### src/rtl/core/tilt_pkg.sv
// ----------------------------------------------------------------------------
// tilt_pkg
// Shared constants, types and the arctangent table for the tilt angle core.
// ----------------------------------------------------------------------------
package tilt_pkg;

  localparam int CORDIC_STEPS = 24;   // number of CORDIC cells, 16..32
  localparam int FRAC_BITS    = 24;   // fractional bits of the degree scale
  localparam int SAMPLE_W     = 13;   // accelerometer sample width
  localparam int ANGLE_W      = 9;    // output angle width
  localparam int XY_W         = 40;   // CORDIC x/y datapath width
  localparam int Z_W          = 34;   // CORDIC angle accumulator width
  localparam int TABLE_IDX_W  = 5;    // arctangent table has 32 entries
  localparam int WHOLE_W      = 7;    // integer degrees of theta, 0..91

  localparam logic [Z_W-1:0] FRAC_MASK = (Z_W'(1) << FRAC_BITS) - Z_W'(1);
  localparam logic [Z_W-1:0] DEG90_Q   = Z_W'(90) << FRAC_BITS;
  localparam logic [Z_W-1:0] DEG90_Q1  = (Z_W'(90) << FRAC_BITS) + Z_W'(1);
  localparam logic [Z_W-1:0] DEG45_Q1  = (Z_W'(45) << FRAC_BITS) + Z_W'(1);

  localparam logic [ANGLE_W-1:0] ANG_HALF = ANGLE_W'(180);
  localparam logic [ANGLE_W-1:0] ANG_FULL = ANGLE_W'(360);

  // how theta is obtained for one sample
  typedef enum logic [1:0] {
    KIND_FLAT   = 2'd0,   // y is zero: theta is 0
    KIND_VERT   = 2'd1,   // x is zero: theta is 90 plus one lsb
    KIND_DIAG   = 2'd2,   // |x| == |y|: theta is 45 plus one lsb
    KIND_CORDIC = 2'd3    // general case
  } tilt_kind_t;

  typedef struct packed {
    logic       x_neg;
    logic       x_zero;
    logic       y_neg;
    logic       y_zero;
    tilt_kind_t kind;
  } tilt_meta_t;

  typedef struct packed {
    logic signed [XY_W-1:0] x;
    logic signed [XY_W-1:0] y;
    logic signed [Z_W-1:0]  z;
    tilt_meta_t             meta;
  } tilt_cell_t;

  // atan(2^-i) in degrees (pi = 3.14159265), scaled by 2^24, rounded
  function automatic logic [Z_W-1:0] atan_q24(input logic [TABLE_IDX_W-1:0] idx);
    logic [Z_W-1:0] val;
    case (idx)
      5'd0:    val = Z_W'(754974721);
      5'd1:    val = Z_W'(445687602);
      5'd2:    val = Z_W'(235489089);
      5'd3:    val = Z_W'(119537938);
      5'd4:    val = Z_W'(60000934);
      5'd5:    val = Z_W'(30029717);
      5'd6:    val = Z_W'(15018523);
      5'd7:    val = Z_W'(7509720);
      5'd8:    val = Z_W'(3754917);
      5'd9:    val = Z_W'(1877466);
      5'd10:   val = Z_W'(938734);
      5'd11:   val = Z_W'(469367);
      5'd12:   val = Z_W'(234684);
      5'd13:   val = Z_W'(117342);
      5'd14:   val = Z_W'(58671);
      5'd15:   val = Z_W'(29335);
      5'd16:   val = Z_W'(14668);
      5'd17:   val = Z_W'(7334);
      5'd18:   val = Z_W'(3667);
      5'd19:   val = Z_W'(1833);
      5'd20:   val = Z_W'(917);
      5'd21:   val = Z_W'(458);
      5'd22:   val = Z_W'(229);
      5'd23:   val = Z_W'(115);
      5'd24:   val = Z_W'(57);
      5'd25:   val = Z_W'(29);
      5'd26:   val = Z_W'(14);
      5'd27:   val = Z_W'(7);
      5'd28:   val = Z_W'(4);
      5'd29:   val = Z_W'(2);
      5'd30:   val = Z_W'(1);
      default: val = '0;
    endcase
    return val;
  endfunction

endpackage

### src/rtl/core/tilt_post.sv
// ----------------------------------------------------------------------------
// tilt_post
// Output stage: clamp theta, apply special cases and quadrant mapping.
// ----------------------------------------------------------------------------
module tilt_post import tilt_pkg::*; (
  input  logic               clk,
  input  logic               rst_n,
  input  logic               up_valid,
  output logic               up_ready,
  input  tilt_cell_t         up_data,
  output logic               dn_valid,
  input  logic               dn_ready,
  output logic [ANGLE_W-1:0] dn_angle
);

  logic               valid_r;
  logic [ANGLE_W-1:0] angle_r;
  logic [ANGLE_W-1:0] angle_nxt;
  logic [Z_W-1:0]     z_clamp;
  logic [Z_W-1:0]     theta;
  logic [Z_W-1:0]     theta_up;
  logic [ANGLE_W-1:0] whole;
  logic [ANGLE_W-1:0] ceil_t;
  logic               x_ge;
  logic               y_ge;
  logic               x_le;
  logic               y_le;
  logic [ANGLE_W-1:0] res;

  assign up_ready = !valid_r || dn_ready;

  always_comb begin
    if (up_data.z < 0) begin
      z_clamp = '0;
    end else if (up_data.z > $signed(DEG90_Q)) begin
      z_clamp = DEG90_Q;
    end else begin
      z_clamp = Z_W'(up_data.z);
    end

    case (up_data.meta.kind)
      KIND_FLAT:   theta = '0;
      KIND_VERT:   theta = DEG90_Q1;
      KIND_DIAG:   theta = DEG45_Q1;
      KIND_CORDIC: theta = z_clamp;
      default:     theta = '0;
    endcase

    theta_up = theta + FRAC_MASK;
    whole    = ANGLE_W'(theta[FRAC_BITS +: WHOLE_W]);
    ceil_t   = ANGLE_W'(theta_up[FRAC_BITS +: WHOLE_W]);

    x_ge = !up_data.meta.x_neg;
    y_ge = !up_data.meta.y_neg;
    x_le = up_data.meta.x_neg || up_data.meta.x_zero;
    y_le = up_data.meta.y_neg || up_data.meta.y_zero;

    // quadrant tests in priority order; both-zero lands in the first arm as 180
    if (x_ge && y_ge) begin
      res = ANG_HALF + whole;
    end else if (x_ge && y_le) begin
      res = ANG_HALF - ceil_t;
    end else if (x_le && y_le) begin
      res = whole;
    end else begin
      res = ANG_FULL - ceil_t;
    end
    angle_nxt = (res == ANG_FULL) ? '0 : res;
  end

  always_ff @(posedge clk) begin
    if (!rst_n) begin
      valid_r <= 1'b0;
    end else if (up_ready) begin
      valid_r <= up_valid;
    end
  end

  always_ff @(posedge clk) begin
    if (up_ready && up_valid) begin
      angle_r <= angle_nxt;
    end
  end

  assign dn_valid = valid_r;
  assign dn_angle = angle_r;

endmodule

### config.mk
export PLATFORM = sky130hd
export DESIGN_NAME = tilt_post
export DESIGN_NICKNAME = d
export VERILOG_FILES = /design/src/rtl/core/tilt_pkg.sv /design/src/rtl/core/tilt_post.sv
export SDC_FILE = /design/constraint.sdc
export NUM_CORES = 1
export LEC_CHECK = 0
export BUFFER_PORTS_ARGS = -buffer_cell sky130_fd_sc_hd__buf_2
export CAP_MARGIN = 20
export CORE_UTILIZATION = 35
export DETAILED_ROUTE_END_ITERATION = 12
export PLACE_DENSITY_LB_ADDON = 0.12
export SLEW_MARGIN = 40
export SYNTH_ARGS = -nofsm -noshare
export SYNTH_HDL_FRONTEND = slang
export SYNTH_SLANG_ARGS = --single-unit
### constraint.sdc
create_clock -name clk -period 3.9 [get_ports clk]
set_input_delay 0 -clock clk [delete_from_list [all_inputs] [get_ports clk]]
set_output_delay 0 -clock clk [all_outputs]
set_load 0.01 [all_outputs]
-- Yosys cells after proc, flatten, opt, wreduce, memory -nomap -nowiden
Cells that the tools add are included.
- $add $sub $neg: 4
- magnitude comparators: 2
- eq/ne operators: 4
- muxes and demuxes: 6
- reduce and logical (&&, ||, !) cells: 11
- operators with widths (kind ; count):
    $pmux W31 S4 ; 1
    $mux W31 ; 2
    $gt A34 B32 Y1 const B ; 1
    $lt A34 B1 Y1 const B ; 1
    $add A31 B24 Y31 const B ; 1
    $mux W9 ; 3
    $add A8 B7 Y9 const A ; 1
    $eq A9 B9 Y1 const B ; 1
    $sub A8 B7 Y9 const A ; 1
    $sub A9 B7 Y9 const A ; 1
    $eq A2 B2 Y1 const B ; 2
    $logic_and A1 B1 Y1 ; 4
    $logic_not A1 Y1 ; 3
    $logic_or A1 B1 Y1 ; 3
    $eq A2 B1 Y1 const B ; 1
    $logic_not A2 Y1 ; 1
- register bits: 10
- input port bits: 124
- output and inout port bits: 11
- logic and storage cells: 29

-- Longest topological paths before layout
Gate-level depths: netlist (run 1).
- depth in word-level cells: 10
- mapped depth: 15
- depth with buffers taken out: 14

-- Worst setup path after synthesis (run 1)
OpenSTA, ideal clock, no wires.
- kind: input-to-reg
- start point: in up_data[35] in the netlist's numbering
- end point: reg angle_r[3], in the netlist dn_angle[3] (data pin)
- setup time: 0.267 ns
- data arrival time: 3.360 ns
- data required time: 3.633 ns
- setup slack: 0.273 ns
- stages: 14
- buffers on the path: 2
- cell sequence: or3_4 -> and3_1 -> o41ai_2 -> inv_1 -> clkbuf_1 -> ha_1 -> clkbuf_1 -> and2_1 -> nor2_1 -> nor2_1 -> or4_1 -> a2111o_1 -> nor4_4 -> a31oi_1
- longest elaborated chain between the ends: 10
- elaborated cells between the ends (all ways): 13
- those cells by class: add/sub: 4; order compare: 2; eq/ne: 1; mux: 6
- ends and longest elaborated chain (what ; line ; source):
    start: declaration ; tilt_post.sv:10 ; input tilt_cell_t up_data,
    $gt A34 B32 Y1 ; tilt_post.sv:35 ; end else if (up_data.z > $signed(DEG90_Q)) begin
    $mux W31 ; tilt_post.sv:35 ;
    $mux W31 * ; tilt_post.sv:33 ; if (up_data.z < 0) begin
    $pmux W31 S4 * ; tilt_post.sv:41 ; case (up_data.meta.kind)
    $add A31 B24 Y31 ; tilt_post.sv:49 ; theta_up = theta + FRAC_MASK;
    $sub A9 B7 Y9 ; tilt_post.sv:66 ; res = ANG_FULL - ceil_t;
    $mux W9 ; tilt_post.sv:63 ; end else if (x_le && y_le) begin
    $mux W9 ; tilt_post.sv:61 ; end else if (x_ge && y_le) begin
    $mux W9 * ; tilt_post.sv:59 ; if (x_ge && y_ge) begin
    $eq A9 B9 Y1 ; tilt_post.sv:68 ; angle_nxt = (res == ANG_FULL) ? '0 : res;
    end signal: assignment ; tilt_post.sv:81 ; angle_r <= angle_nxt;
    end: declaration ; tilt_post.sv:17 ; logic [ANGLE_W-1:0] angle_r;
Every way passes the cells marked *; elsewhere a longest branch is shown, timed or not.
A chain may end at the register's enable or synchronous reset.

-- Final worst setup path (run 1)
- start point: in up_data[38] in the netlist's numbering
- end point: reg angle_r[8], in the netlist dn_angle[8] (data pin)
The elaborated chain is that of the path after synthesis.

==> results of run 1 <==
power breakdown:
group,switching [mW],internal [mW]
sequential,0.00218,0.131
combinational,0.129,0.0871
clock,0.0390,0.0886
total,0.170,0.307
worst max-delay path, stage by stage:
cell and delay, ns:
buf_2 0.11, or2_1 0.27, nor4b_1 0.46, a21oi_1 0.18, o21a_1 0.17, a21oi_1 0.15
xor2_1 0.16, ha_1 0.22, o31ai_1 0.12, o21ai_0 0.17, nor3_1 0.07, or4_1 0.51
a2111o_1 0.47, nor4_4 0.29, a31oi_1 0.13
kinds of logic (layout without fill, tap and decap cells):
| kind of cell | Yosys count | after routing | share of synthesized area (%) |
|---|---|---|---|
| flops | 10 | 10 | 18.4 |
| fa+ha+maj | 2 | 2 | 1.59 |
| compound gates | 70 | 70 | 32.3 |
| buf+inv | 14 | 70 | 3.50 |
| mux | 2 | 2 | 1.35 |
| simple gates | 116 | 116 | 38.4 |
| xor+xnor | 8 | 8 | 4.45 |
through the flow:
stage	setup WS, ns	util [%]	instance area (um^2)
floorplan	0.273	-	1580
global placement	0.190	44.3	1930
detailed placement	0.185	44.3	1930
CTS	0.412	45.6	1980
global route	0.137	45.6	1980
finish	0.372	45.6	1980
final cells by class:
cell class              instances  area, um^2  area share [%]
multi-input cells             198        1230            62.0
well taps                      52        65.1            3.28
repair buffers                 61         325            16.4
flip-flops and latches         10         290            14.6
inverters                       5        18.8           0.946
clock buffers                   4        55.1            2.77
state kept, by name, summed over array words and instances (netlist names):
| signal | flops |
|---|---|
| dn_valid | 1 |
| dn_angle | 9 |
cells in the mapped netlist (2+ instances only):
cell and count:
nor3_1 8, nor2_1 34, xnor2_1 3, nand2_1 21
a211oi_1 3, nor2b_1 4, or4_1 3, nand4_1 2
and2_1 2, nor4_1 10, or2_1 2, o31ai_1 2
edfxtp_1 9, a311oi_1 2, nand2b_1 4, and3_1 6
a21boi_1 2, o21a_1 3, inv_1 5, clkbuf_1 7
a21boi_0 2, a21oi_1 17, xor2_1 5, nor4b_1 2
o32ai_1 2, buf_2 2, nand3_1 7, o21ai_1 2
or2_2 4, ha_1 2, o21ai_0 9, a31oi_1 6
routing by layer:
layer | global-route usage, % | vias to the layer above | share of wire (%)
met3 | 2.63 | 0 | 8.0
li1 | - | 968 | -
met1 | 27.4 | 825 | 47
met4 | 0.680 | 0 | 0
met5 | 0 | - | 0
met2 | 33.0 | 104 | 45
final timing paths:
path / to / slack [ns] / cells after the start
worst max-delay path: dn_angle[8] / 0.37 / 15
worst min-delay path: dn_valid / 0.02 / 2
worst max register to register: dn_angle[3] / 2.79 / 2
worst min register to register: dn_valid / 0.52 / 2
==> summary.md, run 1 <==
| Metric | Value |
|---|---|
| Leak | 0.814 nW |
| Critical Path RT | 3.87 ns |
| Post-DP HPWL | 3840 um |
| Mapped Area | 0.00158 mm^2 |
| Inst Count DP | 326 |
| Die ar. | 0.00477 mm^2 |
| Final wirelength | 4740 um |
| Syn Area/Cell | 7.10 um^2 |
| Power Density | 240 mW/mm^2 |
| Largest net degree at the start of global routing | 13 |
| Max FO, Critical Path | 4 |
| Crit path DAT | 3.50 ns |
| Unrepaired setup endpoints after global routing | no |
| Worst-path clk slew | 0.05 ns |
| Final hold vios | 0 |
| Layout Cells excl Fill | 330 |
| Status | complete, no violations |
| Die Wd | 69.1 um |
| Max Cap Viol | 0 |
| Post-Syn Nets | 348 |
| Global-route wire length before repair | 7750 um |
| GRT overflow | 0 |
| Yosys Warn Count | 0 |
| DRT iter0 DRCs | 121 |
| Bufs on Longest Clock Path | 2 |
| Slew headroom | 61.2% |
| # hold bufs at CTS | 0 |
| Yosys reg bits | 10 |
| Layout cell share with drive strength beyond 1 | 28.4% |
| Setup TNS | 0 ns |
| Layout Nets | 405 |
| Cell taking the most area after synthesis | edfxtp_1 |
| Worst hold slack | 0.0156 ns |
| Worst hold path type | in -> reg |
| EDFF count, synth | 9 |
| Crit share post-route | 90.5% |
| Cts repair resizes | 0 |
| Final setup fails | 0 |
| CTS tree | done |
| Skew-Pair Late Insertion Delay | 0.23 ns |
| # IOs | 135 |
| Layout Area Growth over Synthesis | 26.0% |
| Post-synthesis sequential area ratio | 18.4% |
| Top FF cell, synth | edfxtp_1 |
| Vias in the first global route | 1,686 |
| Library cells used by synthesis | 62 |
| Final Slew Violations | 0 |
| Critical Path Source | up_data[38] |
| Main area contributors after synthesis | edfxtp_1 (17%), nor2_1 (8.1%), a21oi_1 (5.4%), nand2_1 (5.0%), nor4_1 (4.0%) |
| Vias | 1,897 |
| Wirelength per Cell | 14.4 um |
| Num CTS Buffers | 3 |
| Via/cell ratio | 5.75 |
| Clock sink total | 10 |
| RR Startpoint | dn_valid |
| Die H | 69.1 um |
| Worst setup SP type | primary input |
| CORE AREA | 0.00435 mm^2 |
| Core Rows | 24 |
| Buffers on Ports | 53 |
| Most frequent cells in the layout | buf_2 (53), nor2_1 (34), nand2_1 (21) |
| Critical path class | in -> reg |
| Fmax | 283 MHz |
| Beginning of the worst hold path | rst_n |
| Post-layout power | 0.477 mW |
| Top cell type's share of synthesized area | 17.2% |
| Number of routed nets with antenna violations | 0 |
| Number of H-tree levels | 1 |
| GPL Wtd Cong | 0.827 |
| ANT cells | 0 |
| Most common cell after layout, fill and taps aside | buf_2 |
| Remaining DRCs | 0 |
| FILL cells | 450 |
| Ys async rst share | 0% |
| Critical Path End Type | flip-flop |
| Setup Skew | 0.00201 ns |
| TritonRoute pass-1 iters | 6 |
| Worst Max-Slew Pin Slew | 0.576 ns |
| VDD IR max | 0.156 mV |
| Tot GR Track Use | 19.4% |
| Root buffer cell | clkbuf_8 |
| Setup bufs post-CTS | 0 |
| Starting Density | 36.2% |
| Tmin final | 3.53 ns |
| Initial antenna violation count | 0 |
| Post-Synthesis Cells | 222 |
Note: power is estimated with default switching activity, not from simulation.
==> inputs of run 2 (changes only) <==
==> constraint.sdc (replaced) <==
create_clock -name clk -period 3.9 [get_ports clk]
set_input_delay 0.585 -clock clk [delete_from_list [all_inputs] [get_ports clk]]
set_output_delay 0.585 -clock clk [all_outputs]
set_load 0.01 [all_outputs]
==> run 2 against run 1 <==
- largest power group unchanged
- hold slack gained 0.50 ns
- routed wire length is 8.6% higher
- critical path depth unchanged
- critical path type unchanged
- sequential share of layout area is 2.8 points lower
- via count is 10% higher
- combinational power up 29%
- global-route usage is 2.6 points higher
==> summary.md, run 2 (synthesis gave the netlist of run 1 again) <==
| Metric | Value |
|---|---|
| Tmin final | 3.82 ns |
| GPL Wtd Cong | 0.954 |
| Power Density | 219 mW/mm^2 |
| Max Cap Viol | 0 |
| Starting Density | 36.2% |
| Initial antenna violation count | 0 |
| Die H | 69.1 um |
| Wirelength per Cell | 13.5 um |
| CORE AREA | 0.00435 mm^2 |
| Global-route wire length before repair | 8700 um |
| Critical path cell sequence | buf_6 > or3_4 > a31oi_4 > nand2_2 > o21a_1 > buf_4 > xor2_1 > ha_2 > o31ai_4 > o21ai_1 > nor3_2 > or4_4 > a2111o_1 > nor4_4 > a31oi_1 |
| VDD IR max | 0.144 mV |
| Critical Path End Type | flip-flop |
| Buffers on Ports | 53 |
| Largest net degree at the start of global routing | 13 |
| Largest register FFs | 9 |
| Vias in the first global route | 1,967 |
| Worst-path clk slew | 0.05 ns |
| # hold bufs at CTS | 0 |
| Vias | 2,089 |
| FILL cells | 422 |
| Status | complete, no violations |
| Crit path DAT | 3.78 ns |
| Most frequent cells in the layout | buf_4 (57), buf_2 (52), nor2_1 (32) |
| Setup Skew | 0.00423 ns |
| ANT cells | 0 |
| Post-DP HPWL | 4270 um |
| Max incr delay on CP | 0.52 ns |
| Final Slew Violations | 0 |
| Final setup fails | 0 |
| Slowest CP cell | or4_4 |
| Most common cell after layout, fill and taps aside | buf_4 |
| CP bufs+invs | 2 |
| FF+latch area | 290 um^2 |
| Layout Area Growth over Synthesis | 55.8% |
| Worst path depth | 15 |
| Layout Nets | 455 |
| Worst hold slack | 0.516 ns |
| Die ar. | 0.00477 mm^2 |
| Worst hold path type | reg -> reg |
| # IOs | 135 |
| Clock sink total | 10 |
| Skew-Pair Late Insertion Delay | 0.23 ns |
| Die Wd | 69.1 um |
| Final wirelength | 5150 um |
| DRT iter0 DRCs | 231 |
| Placed Area | 0.00233 mm^2 |
| Layout cell share with drive strength beyond 1 | 43.9% |
| Bufs on Longest Clock Path | 2 |
| Final hold vios | 0 |
| GRT overflow | 0 |
| Delay-heaviest family, CP | simple AND/OR/NAND/NOR gates |
| Fmax | 262 MHz |
| Critical Path RT | 3.86 ns |
| Post-route design area | 0.00245 mm^2 |
| Footprint of the multi-input gates | 0.00132 mm^2 |
| Post-layout power | 0.538 mW |
| Number of routed nets with antenna violations | 0 |
| Tot GR Track Use | 22.0% |
| Final core occ | 56.4% |
| Unrepaired setup endpoints after global routing | yes |
| Slew headroom | 58.8% |
| Root buffer cell | clkbuf_8 |
| Leak | 1.07 nW |
| Worst r2r path cells | 2 |
| Via/cell ratio | 5.50 |
| Worst Max-Slew Pin Slew | 0.614 ns |
| Number of H-tree levels | 1 |
| Critical path class | in -> reg |
| Worst setup SP type | primary input |
| Hold Path Stages | 2 |
| Max FO, Critical Path | 4 |
| Num CTS Buffers | 3 |
| CTS tree | done |
| Remaining DRCs | 0 |
| Core Rows | 24 |
| Crit share post-route | 97.9% |
| TritonRoute pass-1 iters | 4 |
## run 2: cell count changes in the layout (fill, tap and decap cells not counted), sizes merged
| cell | previous run | this run |
|---|---|---|
| buf | 61 | 111 |
## run 2: cell type report
type	count	share of cell area (%)
multi-input cells	198	53.6
repair buffers	111	29.0
flip-flops and latches	10	11.8
well taps	52	2.65
clock buffers	4	2.24
inverters	5	0.765
## run 2: path summary, 6_finish.rpt
| kind | startpoint | end | slack [ns] |
|---|---|---|---|
| setup / recovery | up_data[31] | dn_angle[3] | 0.08 |
| hold / removal | dn_valid | dn_valid | 0.52 |
| setup reg to reg | dn_valid | dn_angle[3] | 2.77 |
| hold reg to reg | dn_valid | dn_valid | 0.52 |
## run 2: worst register-to-register path: stages (launching register included)
cell	delay, ns
dfxtp_1	0.30
nand2b_1	0.09
and2_1	0.39
## run 2: what timing repair did
action,4_1_cts,5_1_grt
buffers inserted,0,1
resized for setup,0,16
setup endpoints to repair,0,4
## run 2: through the flow
step,std cells,worst slack (ns),TNS [ns]
after detailed placement,375,-0.134,-0.474
after CTS,379,0.0957,0
final,380,0.0835,0
after floorplan,222,0.0231,0
after global placement,375,-0.119,-0.434
after global routing,380,-0.0690,-0.230
## run 2: layer usage
layer / global-route usage [%] / routed length, um / vias to the layer above
met5: 0 / 0 / -
met4: 6.58 / 102 / 0
met3: 3.51 / 295 / 10
met2: 37.4 / 2410 / 87
met1: 28.5 / 2340 / 931
li1: - / - / 1061
## run 2: report_power, final
part           leakage (nW)  switching, mW  internal (mW)
clock network        0.0288         0.0377         0.0885
logic                 0.950          0.144          0.134
registers            0.0962        0.00237          0.132
