`config.mk`:
```
export PLATFORM = sky130hd
export DESIGN_NAME = tilt_prep
export DESIGN_NICKNAME = d
export VERILOG_FILES = /design/src/rtl/core/tilt_pkg.sv /design/src/rtl/core/tilt_prep.sv
export SDC_FILE = /design/constraint.sdc
export NUM_CORES = 1
export LEC_CHECK = 0
export ABC_AREA = 0
export ABC_CLOCK_PERIOD_IN_PS = 2700
export BUFFER_PORTS_ARGS = -buffer_cell sky130_fd_sc_hd__clkbuf_2
export CORE_MARGIN = 1
export CORE_UTILIZATION = 41
export DETAILED_ROUTE_END_ITERATION = 16
export GPL_TIMING_DRIVEN = 0
export PLACE_DENSITY = 0.77
export RECOVER_POWER = 25
export SKIP_CTS_REPAIR_TIMING = 1
export SYNTH_ARGS = -nofsm -noshare
export SYNTH_HDL_FRONTEND = slang
export SYNTH_SLANG_ARGS = --single-unit
```
`constraint.sdc`:
```
create_clock -name clk -period 2.7 [get_ports clk]
set_input_delay 0.54 -clock clk [delete_from_list [all_inputs] [get_ports clk]]
set_output_delay 0.54 -clock clk [all_outputs]
set_load 0.005 [all_outputs]
```
`src/rtl/core/tilt_pkg.sv`:
```
// ----------------------------------------------------------------------------
// tilt_pkg
// Shared constants, types and the arctangent table for the tilt angle core.
// ----------------------------------------------------------------------------
package tilt_pkg;

  localparam int CORDIC_STEPS = 24;   // number of CORDIC cells, 16..32
  localparam int FRAC_BITS    = 24;   // fractional bits of the degree scale
  localparam int SAMPLE_W     = 13;   // accelerometer sample width
  localparam int ANGLE_W      = 9;    // output angle width
  localparam int XY_W         = 40;   // CORDIC x/y datapath width
  localparam int Z_W          = 34;   // CORDIC angle accumulator width
  localparam int TABLE_IDX_W  = 5;    // arctangent table has 32 entries
  localparam int WHOLE_W      = 7;    // integer degrees of theta, 0..91

  localparam logic [Z_W-1:0] FRAC_MASK = (Z_W'(1) << FRAC_BITS) - Z_W'(1);
  localparam logic [Z_W-1:0] DEG90_Q   = Z_W'(90) << FRAC_BITS;
  localparam logic [Z_W-1:0] DEG90_Q1  = (Z_W'(90) << FRAC_BITS) + Z_W'(1);
  localparam logic [Z_W-1:0] DEG45_Q1  = (Z_W'(45) << FRAC_BITS) + Z_W'(1);

  localparam logic [ANGLE_W-1:0] ANG_HALF = ANGLE_W'(180);
  localparam logic [ANGLE_W-1:0] ANG_FULL = ANGLE_W'(360);

  // how theta is obtained for one sample
  typedef enum logic [1:0] {
    KIND_FLAT   = 2'd0,   // y is zero: theta is 0
    KIND_VERT   = 2'd1,   // x is zero: theta is 90 plus one lsb
    KIND_DIAG   = 2'd2,   // |x| == |y|: theta is 45 plus one lsb
    KIND_CORDIC = 2'd3    // general case
  } tilt_kind_t;

  typedef struct packed {
    logic       x_neg;
    logic       x_zero;
    logic       y_neg;
    logic       y_zero;
    tilt_kind_t kind;
  } tilt_meta_t;

  typedef struct packed {
    logic signed [XY_W-1:0] x;
    logic signed [XY_W-1:0] y;
    logic signed [Z_W-1:0]  z;
    tilt_meta_t             meta;
  } tilt_cell_t;

  // atan(2^-i) in degrees (pi = 3.14159265), scaled by 2^24, rounded
  function automatic logic [Z_W-1:0] atan_q24(input logic [TABLE_IDX_W-1:0] idx);
    logic [Z_W-1:0] val;
    case (idx)
      5'd0:    val = Z_W'(754974721);
      5'd1:    val = Z_W'(445687602);
      5'd2:    val = Z_W'(235489089);
      5'd3:    val = Z_W'(119537938);
      5'd4:    val = Z_W'(60000934);
      5'd5:    val = Z_W'(30029717);
      5'd6:    val = Z_W'(15018523);
      5'd7:    val = Z_W'(7509720);
      5'd8:    val = Z_W'(3754917);
      5'd9:    val = Z_W'(1877466);
      5'd10:   val = Z_W'(938734);
      5'd11:   val = Z_W'(469367);
      5'd12:   val = Z_W'(234684);
      5'd13:   val = Z_W'(117342);
      5'd14:   val = Z_W'(58671);
      5'd15:   val = Z_W'(29335);
      5'd16:   val = Z_W'(14668);
      5'd17:   val = Z_W'(7334);
      5'd18:   val = Z_W'(3667);
      5'd19:   val = Z_W'(1833);
      5'd20:   val = Z_W'(917);
      5'd21:   val = Z_W'(458);
      5'd22:   val = Z_W'(229);
      5'd23:   val = Z_W'(115);
      5'd24:   val = Z_W'(57);
      5'd25:   val = Z_W'(29);
      5'd26:   val = Z_W'(14);
      5'd27:   val = Z_W'(7);
      5'd28:   val = Z_W'(4);
      5'd29:   val = Z_W'(2);
      5'd30:   val = Z_W'(1);
      default: val = '0;
    endcase
    return val;
  endfunction

endpackage

```
`src/rtl/core/tilt_prep.sv`:
```
// ----------------------------------------------------------------------------
// tilt_prep
// Input stage: magnitudes, sign flags and special-case class of a sample.
// ----------------------------------------------------------------------------
module tilt_prep import tilt_pkg::*; (
  input  logic                       clk,
  input  logic                       rst_n,
  input  logic                       up_valid,
  output logic                       up_ready,
  input  logic signed [SAMPLE_W-1:0] up_x,
  input  logic signed [SAMPLE_W-1:0] up_y,
  output logic                       dn_valid,
  input  logic                       dn_ready,
  output tilt_cell_t                 dn_data
);

  logic          valid_r;
  tilt_cell_t    data_r;
  tilt_cell_t    data_nxt;
  logic [SAMPLE_W-1:0] ax;
  logic [SAMPLE_W-1:0] ay;

  assign up_ready = !valid_r || dn_ready;

  always_comb begin
    // magnitude of -4096 is 4096, still fits 13 unsigned bits
    ax = up_x[SAMPLE_W-1] ? (~SAMPLE_W'(up_x) + SAMPLE_W'(1)) : SAMPLE_W'(up_x);
    ay = up_y[SAMPLE_W-1] ? (~SAMPLE_W'(up_y) + SAMPLE_W'(1)) : SAMPLE_W'(up_y);
    data_nxt.x           = $signed(XY_W'(ax) << FRAC_BITS);
    data_nxt.y           = $signed(XY_W'(ay) << FRAC_BITS);
    data_nxt.z           = '0;
    data_nxt.meta.x_neg  = up_x[SAMPLE_W-1];
    data_nxt.meta.x_zero = (ax == '0);
    data_nxt.meta.y_neg  = up_y[SAMPLE_W-1];
    data_nxt.meta.y_zero = (ay == '0);
    if (ay == '0) begin
      data_nxt.meta.kind = KIND_FLAT;
    end else if (ax == '0) begin
      data_nxt.meta.kind = KIND_VERT;
    end else if (ax == ay) begin
      data_nxt.meta.kind = KIND_DIAG;
    end else begin
      data_nxt.meta.kind = KIND_CORDIC;
    end
  end

  always_ff @(posedge clk) begin
    if (!rst_n) begin
      valid_r <= 1'b0;
    end else if (up_ready) begin
      valid_r <= up_valid;
    end
  end

  always_ff @(posedge clk) begin
    if (up_ready && up_valid) begin
      data_r <= data_nxt;
    end
  end

  assign dn_valid = valid_r;
  assign dn_data  = data_r;

endmodule

```
### After elaboration in Yosys (flattened, before gate mapping)

Cells that the tools add are included.

* output and inout port bits: 122
* flip-flop bits (word level): 33
* input port bits: 30

* equality and inequality tests: 1
* reduce and logical (&&, ||, !) cells: 6
* multiplexer cells: 4
* bitwise operators: 2
* add/subtract/negate cells: 2

Operator list (number)
* 13-bit by 2-bit adder with 13-bit output, second input constant: 2
* 13-bit logical NOT: 2
* 13-bit 2-to-1 mux: 2
* 13-bit inverter: 2
* 13-bit == test: 1
* 1-bit 2-to-1 mux: 2
* 2-bit OR reduction: 1
* 1-bit logical AND: 1
* 1-bit logical NOT: 1
* 1-bit logical OR: 1

### Depth between registers and ports, before layout

Gate-level depths: netlist (run 1).

* depth in word-level cells: 6
* gate-level depth with buffers: 9
* gate-level depth less buffers: 8

### Least setup slack after synthesis (run 1)

Ideal clock, no wire load.

* path type: input to register
* start: input port up_x[0]
* end: register data_r, in the netlist dn_data[1] (data pin)
* slack: -121 ps
* stages on the path: 9
* path buffers: 1
* required time: 2435 ps
* data arrival time: 2556 ps
* cell sequence: inv_1 -> ha_1 -> or4b_1 -> buf_2 -> or4b_1 -> a21oi_1 -> o21bai_1 -> or4_4 -> nor2b_1

* cells in the longest elaborated chain, start to end: 5

Ends and longest elaborated chain
* from (decl): RTL line tilt_prep.sv:10 `input logic signed [SAMPLE_W-1:0] up_x,`
* 13-bit inverter: RTL line tilt_prep.sv:27 `ax = up_x[SAMPLE_W-1] ? (~SAMPLE_W'(up_x) + SAMPLE_W'(1)) : SAMPLE_W'(up_x);`
* 13-bit by 2-bit adder with 13-bit output: RTL line tilt_prep.sv:27
* 13-bit 2-to-1 mux (*): RTL line tilt_prep.sv:27
* 13-bit logical NOT (*): RTL line tilt_prep.sv:38 `end else if (ax == '0) begin`
* 2-bit OR reduction (no line) (*)
* to (signal assigned): RTL line tilt_prep.sv:57 `data_r <= data_nxt;`
* to (decl): RTL line tilt_prep.sv:18 `tilt_cell_t data_r;`

Mark *: on every way between the ends. The rest lies on a longest branch, timed or not.
A chain may end at the register's enable or synchronous reset.

==> results.toml, run 1 <==
[clock_network]
cts_inserted_buffers = 5
clkSlewWorstSetupHoldPaths_ps = 70
htreeDepth = 2
clk_latency_ps = 290
cts_tree = "done"
cts_buffer_depth = 2
cts.sinks = 33
clock-root-buffer = "clkbuf_8"

[synthesis]
synth_seq_area_share = 0.345
syn_inst = 287
syn_area_um2 = 2840
synth_edf_count = 32
avgSynthCellArea_um2 = 9.90
synth_ff_type = "edfxtp_1"
ys_async_sr_fraction = 0
synth.distinct_cells = 55
ys_seq_elements = 33
ys_warn_count = 0

[power]
ir_drop_uv = 206
p_leak_uw = 0.00185
p_per_area_nw_per_um2 = 380
power_uw = 1470

[timing]
hold_viol = 0
fin_skew_ps = 9.08
min_period_ps = 2670
hold_ws_ps = 468
fmax_mhz = 375
setup_ws_ps = 31.9
worst_slew_pin_slew_ps = 751
slew_headroom = 0.499
rsz0062_at_grt = "yes"
finalSetupViolations = 0
drv_slew = 0
fin_crit_sh = 0.988

[critical_path]
crit_arrival_ps = 2690
cp_slowest_cell = "or4_4"
cp_cell_sequence = "clkbuf_2 -> inv_12 -> ha_4 -> or3b_4 -> a211oi_4 -> o311ai_1 -> or4_4 -> nor4b_4 -> nor2b_1"
end_kind = "flop"
crit_family = "simple AND/OR/NAND/NOR gates"
critPathKind = "primary input to flop"
crit_path_max_incr_delay_ps = 450
critPathBufInv = 2
cp_data_required_time_ps = 2720
crit_path_start_kind = "primary input"
cp_max_fo = 7

[routing]
wl_per_cell_um = 11.4
num_vias = 2257
ant_nets = 0
drc = 0
vias_per_cell = 4.32
firstDrtPassIters = 6
routed_wl_um = 5940
drt-initial-drc-count = 38

[grt]
use_met3 = 0.0379
met1_usage = 0.177
grt_overflow_total = 0
use_met2 = 0.293
antenna_found_initial = 0
gr-usage-all-layers = 0.156
grt_pass1_vias = 2057
grt_pass1_wl_um = 9050
grt_max_degree = 33
top_usage_layer = "met2"

[placement]
io_buffers = 59
dp_hpwl_um = 4680
gp_congestion = 0.768
pre_cts_slack_ps = -453

[die]
die_x_um = 85.3
start_util = 0.435
die_area_um2 = 7270
io_pins = 152
fp-row-count = 29
core-area_um2 = 6530
die_h_um = 85.3

[cells_and_area]
fillers = 554
register_area_um2 = 981
final_common_cell = "buf_4"
num-nets-final = 476
drive_gt1_frac = 0.443
layout_common_cells = "94 x buf_4, 88 x conb_1, 54 x clkbuf_2"
final_core_util = 0.591
areaGrowthSynthToFinish_pct = 35.8
multi_input_area_um2 = 1520
diodes = 0

[status]
outcome = "finished, final reports clean"

[min_path]
hold_path.class = "primary input to flop"

[run]
maxCapViolCount = 0
-- cell usage after synthesis, types with 2 or more instances --
| master | count | area [µm²] |
|---|---|---|
| or2_2 | 4 | 25.0 |
| nor3_1 | 5 | 25.0 |
| nand3b_1 | 2 | 15.0 |
| a21oi_1 | 4 | 20.0 |
| buf_6 | 3 | 33.8 |
| nor2b_1 | 8 | 50.1 |
| a211oi_1 | 3 | 22.5 |
| inv_1 | 14 | 52.6 |
| nor2_1 | 3 | 11.3 |
| edfxtp_1 | 32 | 961 |
| nand2_1 | 5 | 18.8 |
| xor2_1 | 10 | 87.6 |
| or3_1 | 4 | 25.0 |
| o21a_1 | 2 | 15.0 |
| xnor2_1 | 17 | 149 |
| nor4bb_1 | 2 | 20.0 |
| buf_2 | 3 | 15.0 |
| or4_4 | 2 | 22.5 |
| nand2b_1 | 7 | 43.8 |
| or3b_1 | 2 | 17.5 |
| clkbuf_1 | 9 | 33.8 |
| o41ai_1 | 5 | 43.8 |
| o21ai_0 | 11 | 55.1 |
| o31ai_1 | 4 | 30.0 |
| ha_1 | 2 | 25.0 |
| o41ai_2 | 3 | 48.8 |
| or2_1 | 2 | 12.5 |
| nor4_1 | 3 | 18.8 |
| buf_4 | 88 | 661 |
| or3_4 | 2 | 22.5 |
| or4b_1 | 2 | 20.0 |
-- state kept, by name, indices dropped and copies added, names as in the netlist --
| register | flops |
|---|---|
| dn_data | 32 |
| dn_valid | 1 |
-- per-layer routing --
layer	vias up	routed length [µm]
met2	113	3090
li1	1149	-
met4	0	38
met1	991	2330
met3	4	477
met5	-	0
-- layout make-up --
class                           count  area share
Buffer                            101       0.190
Clock buffer                        7      0.0250
Clock inverter                      1     0.00130
Inverter                           14      0.0201
Multi-Input combinational cell    224       0.394
Sequential cell                    33       0.254
Tap cell                           77      0.0250
Timing Repair Buffer               65      0.0904
-- metrics by stage --
step	TNS [ps]	std cells	area (µm²)
finish	0	522	3860
global route	-77.1	522	3860
CTS	-286	518	3760
detailed placement	-1350	510	3650
global placement	-1230	510	3650
floorplan	-58.9	374	3260
-- report_power, final --
| group | total, µW | leakage (µW) | internal, µW | switching (µW) |
|---|---|---|---|---|
| Sequential | 618 | 0.000315 | 608 | 10.3 |
| Clock | 416 | 0.0000542 | 230 | 186 |
| Combinational | 434 | 0.00148 | 217 | 217 |
| Total | 1470 | 0.00185 | 1060 | 413 |
-- path summary, 6_finish.rpt --
| kind | cells past startpoint | start | end | slack, ps |
|---|---|---|---|---|
| max | 9 | up_y[1] | dn_data[1]$_SDFFCE_PP0P_ | 30 |
| min | 1 | up_y[12] | dn_data[3]$_DFFE_PP_ | 470 |
| max reg2reg | 2 | dn_valid$_SDFFE_PN0N_ | dn_data[1]$_SDFFCE_PP0P_ | 1270 |
| min reg2reg | 2 | dn_valid$_SDFFE_PN0N_ | dn_valid$_SDFFE_PN0N_ | 560 |
-- kinds of logic after synthesis --
kind of cell / count (synthesis) / synth area share
AO/OA/AOI/OAI: 46 / 0.133
buffers and inverters: 117 / 0.280
adder cells (fa/ha/maj): 2 / 0.00880
multiplexers: 1 / 0.00352
flip-flops: 33 / 0.345
other: 1 / 0.00132
AND/OR/NAND/NOR: 60 / 0.145
XOR/XNOR: 27 / 0.0832
(Power assumes the default switching activity.)
==> run 2, diff against run 1 <==
GPL_ROUTABILITY_DRIVEN = 0   (was not set)
SETUP_SLACK_MARGIN = 0.3   (was not set)
SLEW_MARGIN = 20   (was not set)
==> results.toml, run 2 (synthesis gave the netlist of run 1 again) <==
[clock_network]
clkSlewWorstSetupHoldPaths_ps = 70
cts_buffer_depth = 2
cts_inserted_buffers = 5
cts.sinks = 33
cts_tree = "done"
htreeDepth = 2
clk_latency_ps = 290
clock-root-buffer = "clkbuf_8"

[cells_and_area]
layout_common_cells = "94 x buf_4, 88 x conb_1, 50 x clkbuf_2"
final_common_cell = "buf_4"
drive_gt1_frac = 0.444
num-nets-final = 479
fillers = 542
largest_register_ffs = 32
areaGrowthSynthToFinish_pct = 37.9
diodes = 0

[power]
p_comb_frac = 0.313
p_seq_frac = 0.434
p_clk_frac = 0.253
swShare = 0.290
p_per_area_nw_per_um2 = 363
p_leak_uw = 0.00186
ir_drop_uv = 202
power_switching_uw = 412
p_int_uw = 1010
power_uw = 1420

[run]
maxCapViolCount = 0

[die]
die_x_um = 85.3
start_util = 0.435
die_h_um = 85.3
core-area_um2 = 6530
io_pins = 152
die_area_um2 = 7270
fp-row-count = 29

[timing]
slew_headroom = 0.508
fmax_mhz = 372
hold_viol = 0
fin_skew_ps = 7.07
setup_ws_ps = 15.1
rsz0062_at_grt = "yes"
drv_slew = 0
fin_setup_tns_ps = 0
finalSetupViolations = 0
fin_crit_sh = 0.994
worst_slew_pin_slew_ps = 739
min_period_ps = 2680

[routing]
routed_wl_um = 6030
drt-initial-drc-count = 63
drc = 0
wl_per_cell_um = 11.5
firstDrtPassIters = 4
ant_nets = 0
num_vias = 2282
vias_per_cell = 4.35

[grt]
gr-usage-all-layers = 0.163
antenna_found_initial = 0
grt_max_degree = 33
grt_overflow_total = 0
grt_pass1_wl_um = 9320
grt_pass1_vias = 2030

[critical_path]
cp_data_required_time_ps = 2730
critPathKind = "primary input to flop"
reg2reg_depth = 2
cp_max_fo = 7
crit_path_start_kind = "primary input"
crit_arrival_ps = 2710
end_kind = "flop"

[min_path]
hold_path.class = "primary input to flop"
hold_depth = 1

[placement]
dp_hpwl_um = 4830
pre_cts_slack_ps = -460
io_buffers = 59

[status]
outcome = "finished, final reports clean"
-- run 2: cell types whose count changed in the layout (fill, tap and decap cells not counted), sizes merged --
cell | previous run | this run
buf | 102 | 104
clkinv | 1 | 3
inv | 14 | 13
-- run 2: path summary, 6_finish.rpt --
check / to / slack, ps / start
worst max register to register: dn_data[116]$_DFFE_PP_ / 1280 / dn_valid$_SDFFE_PN0N_
worst min-delay path: dn_data[5]$_DFFE_PP_ / 450 / up_x[12]
worst min register to register: dn_valid$_SDFFE_PN0N_ / 550 / dn_valid$_SDFFE_PN0N_
worst max-delay path: dn_data[1]$_SDFFCE_PP0P_ / 20 / up_x[0]
-- run 2: cell type report --
class	instances	area (µm²)	share of cell area
buffer	103	752	0.192
multi-input combinational	224	1540	0.394
clock inverter	2	10.0	0.00255
timing repair buffer	66	378	0.0964
sequential	33	981	0.250
tap	77	96.3	0.0246
inverter	14	85.1	0.0217
clock buffer	6	72.6	0.0185
-- run 2: power groups by stage --
stage	Sequential [µW]	Combinational [µW]	Clock (µW)
2_1_floorplan	633	295	0
3_3_place_gp	629	400	0
3_5_place_dp	630	409	0
4_1_cts	618	410	368
5_1_grt	621	492	390
6_report	618	446	360
-- run 2: critical path: stages --
cell and delay, ps:
buf_6 110, inv_4 50, ha_4 130, or4b_4 460, buf_6 150, or4b_4 480, a21oi_2 120, o21bai_1 70
or4_4 450, nor2b_1 150
-- run 2: stage by stage --
stage,hold slack [ps],std cells,cell area [µm²],utilization
detailed placement,547,510,3660,0.561
global route,439,525,3920,0.600
global placement,512,510,3660,0.561
floorplan,537,374,3270,-
finish,445,525,3920,0.600
CTS,440,518,3750,0.574
-- run 2: per-layer routing --
metal | wire, µm | GRT usage | vias up | part of all wire
li1 | - | - | 1147 | -
met1 | 2350 | 0.183 | 1021 | 0.39
met2 | 3070 | 0.296 | 107 | 0.51
met3 | 525 | 0.0496 | 7 | 0.087
met4 | 89 | 0.0500 | 0 | 0.015
met5 | 0 | 0 | - | 0
==> run 3, diff against run 2 <==
ABC_AREA = 1   (was 0)
PLACE_DENSITY = 0.78   (was 0.77)
SLEW_MARGIN = not set   (was 20)
==> results.toml, run 3 <==
[status]
outcome = "finished, final reports clean"

[routing]
wl_per_cell_um = 9.79
routed_wl_um = 5790
drt-initial-drc-count = 143
drc = 0
num_vias = 2456
ant_nets = 0
vias_per_cell = 4.16
firstDrtPassIters = 4

[power]
p_per_area_nw_per_um2 = 380
p_leak_uw = 0.00207
power_uw = 1350
p_clk_frac = 0.263
p_seq_frac = 0.454
power_switching_uw = 393
swShare = 0.290
p_int_uw = 961
ir_drop_uv = 321
p_comb_frac = 0.283

[critical_path]
cp_cell_sequence = "clkbuf_1 -> inv_1 -> ha_1 -> nand2_1 -> o21ai_0 -> nor3_2 -> nand4_1 -> nor3_1 -> nand2_1 -> nor2_2 -> nor2_1"
endpoint = "dn_data[0]$_SDFFCE_PP0P_"
cp_common_cell = "nand2_1"
crit_arrival_ps = 2220
reg2reg_to = "dn_data[69]$_DFFE_PP_"
crit_path_max_incr_delay_ps = 290
path_depth = 11
crit_start = "up_y[0]"
rr_startpoint = "dn_valid$_SDFFE_PN0N_"
reg2reg_setup_slack_ps = 770
cp_slowest_cell = "ha_1"
reg2reg_depth = 2
critPathKind = "primary input to flop"
critPathBufInv = 2
end_kind = "flop"
cp_max_fo = 5
crit_family = "simple AND/OR/NAND/NOR gates"
cp_data_required_time_ps = 2740
crit_path_start_kind = "primary input"

[synthesis]
syn_area_um2 = 2740
syn_inst = 355
ys_top_cells_by_area = "edfxtp_1 35%, buf_4 24%, nand2_1 11%, nand3_1 6.6%, inv_1 5.2%"
ys_seq_elements = 33
synth_seq_area_share = 0.358
synth_edf_count = 32
synth_most_common_cell = "buf_4"
synth.distinct_cells = 25
netlist_top_cells_count = "88 x buf_4, 82 x nand2_1, 38 x inv_1"
ys_async_sr_fraction = 0
avgSynthCellArea_um2 = 7.73
yosysTopAreaCell = "edfxtp_1"
synth_ff_type = "edfxtp_1"
ys_warn_count = 0
yosys.area.top_type_share = 0.350

[grt]
grt_max_degree = 21
grt_overflow_total = 0
grt_pass1_wl_um = 9170
grt_pass1_vias = 2240
gr-usage-all-layers = 0.161
antenna_found_initial = 0

[timing]
fin_skew_ps = 2.32
hold_viol = 0
worst_slew_pin_slew_ps = 1370
fin_setup_tns_ps = 0
fmax_mhz = 459
fin_crit_sh = 0.806
min_period_ps = 2180
rsz0062_at_grt = "no"
finalSetupViolations = 0
drv_slew = 0
slew_headroom = 0.0876
hold_ws_ps = 458

[cells_and_area]
largest_register_ffs = 32
num-nets-final = 545
layout_common_cells = "88 x buf_4, 88 x conb_1, 84 x nand2_1"
fillers = 584
drive_gt1_frac = 0.356
areaGrowthSynthToFinish_pct = 30.0
stdcell_count = 591
diodes = 0

[clock_network]
clock-root-buffer = "clkbuf_8"
cts.sinks = 33
clk_latency_ps = 280
cts_tree = "done"
cts_inserted_buffers = 5
htreeDepth = 2
cts_buffer_depth = 2
clkSlewWorstSetupHoldPaths_ps = 70

[die]
die_x_um = 83.8
die_h_um = 83.8
core-area_um2 = 6390
die_area_um2 = 7020
io_pins = 152
fp-row-count = 29
start_util = 0.429

[min_path]
hold_path.class = "primary input to flop"

[placement]
io_buffers = 63
dp_hpwl_um = 4890
dp_cells = 583

[run]
maxCapViolCount = 0
-- run 3: power by group through the flow --
| stage | clock network [µW] | registers [µW] | logic [µW] |
|---|---|---|---|
| final | 356 | 615 | 384 |
| after floorplan | 0 | 630 | 271 |
| after global placement | 0 | 626 | 366 |
| after detailed placement | 0 | 626 | 381 |
| after global routing | 377 | 617 | 431 |
| after CTS | 356 | 616 | 383 |
-- run 3: layout make-up --
cell class / count / area, µm² / area share
multi-input combinational: 275 / 1220 / 0.341
sequential: 33 / 981 / 0.275
buffer: 92 / 694 / 0.195
timing repair buffer: 64 / 338 / 0.0947
inverter: 42 / 158 / 0.0442
tap: 77 / 96.3 / 0.0270
clock buffer: 6 / 72.6 / 0.0204
clock inverter: 2 / 10.0 / 0.00281
-- run 3: kinds of logic after synthesis --
group           share of synthesized area
buf+inv                             0.316
xor+xnor                           0.0155
other cells                       0.00137
fa+ha+maj                         0.00912
compound gates                     0.0192
flops                               0.358
simple gates                        0.281
-- run 3: layer usage --
layer / up-vias / global-route usage / routed length [µm] / share of wire
li1: 1263 / - / - / -
met1: 1039 / 0.170 / 2190 / 0.38
met2: 144 / 0.307 / 2880 / 0.50
met3: 10 / 0.0465 / 610 / 0.11
met4: 0 / 0.0478 / 95 / 0.016
met5: - / 0 / 0 / 0
-- run 3: how the worst min path moves through the flow --
| stage | startpoint | end | slack [ps] | cells after the start |
|---|---|---|---|---|
| after floorplan | dn_valid$_SDFFE_PN0N_ | dn_valid$_SDFFE_PN0N_ | 540 | 2 |
| after global placement | dn_valid$_SDFFE_PN0N_ | dn_valid$_SDFFE_PN0N_ | 510 | 2 |
| after detailed placement | dn_valid$_SDFFE_PN0N_ | dn_valid$_SDFFE_PN0N_ | 550 | 2 |
| after CTS | up_y[12] | dn_data[3]$_DFFE_PP_ | 460 | 1 |
| after global routing | up_x[12] | dn_data[5]$_DFFE_PP_ | 470 | 1 |
| final | up_y[12] | dn_data[3]$_DFFE_PP_ | 460 | 1 |
-- run 3: stage by stage --
stage	utilization	area [µm²]	setup WS, ps
6_report	0.558	3570	523
3_3_place_gp	0.546	3480	294
3_5_place_dp	0.551	3520	358
2_1_floorplan	-	3070	748
5_1_grt	0.558	3570	333
4_1_cts	0.564	3600	631
-- run 3: worst reg2reg max path: cells and delay by family, from the launching register on --
family	cells	cell delay (ps)
compound gates	1	1060
buf+inv	1	250
flops	1	320
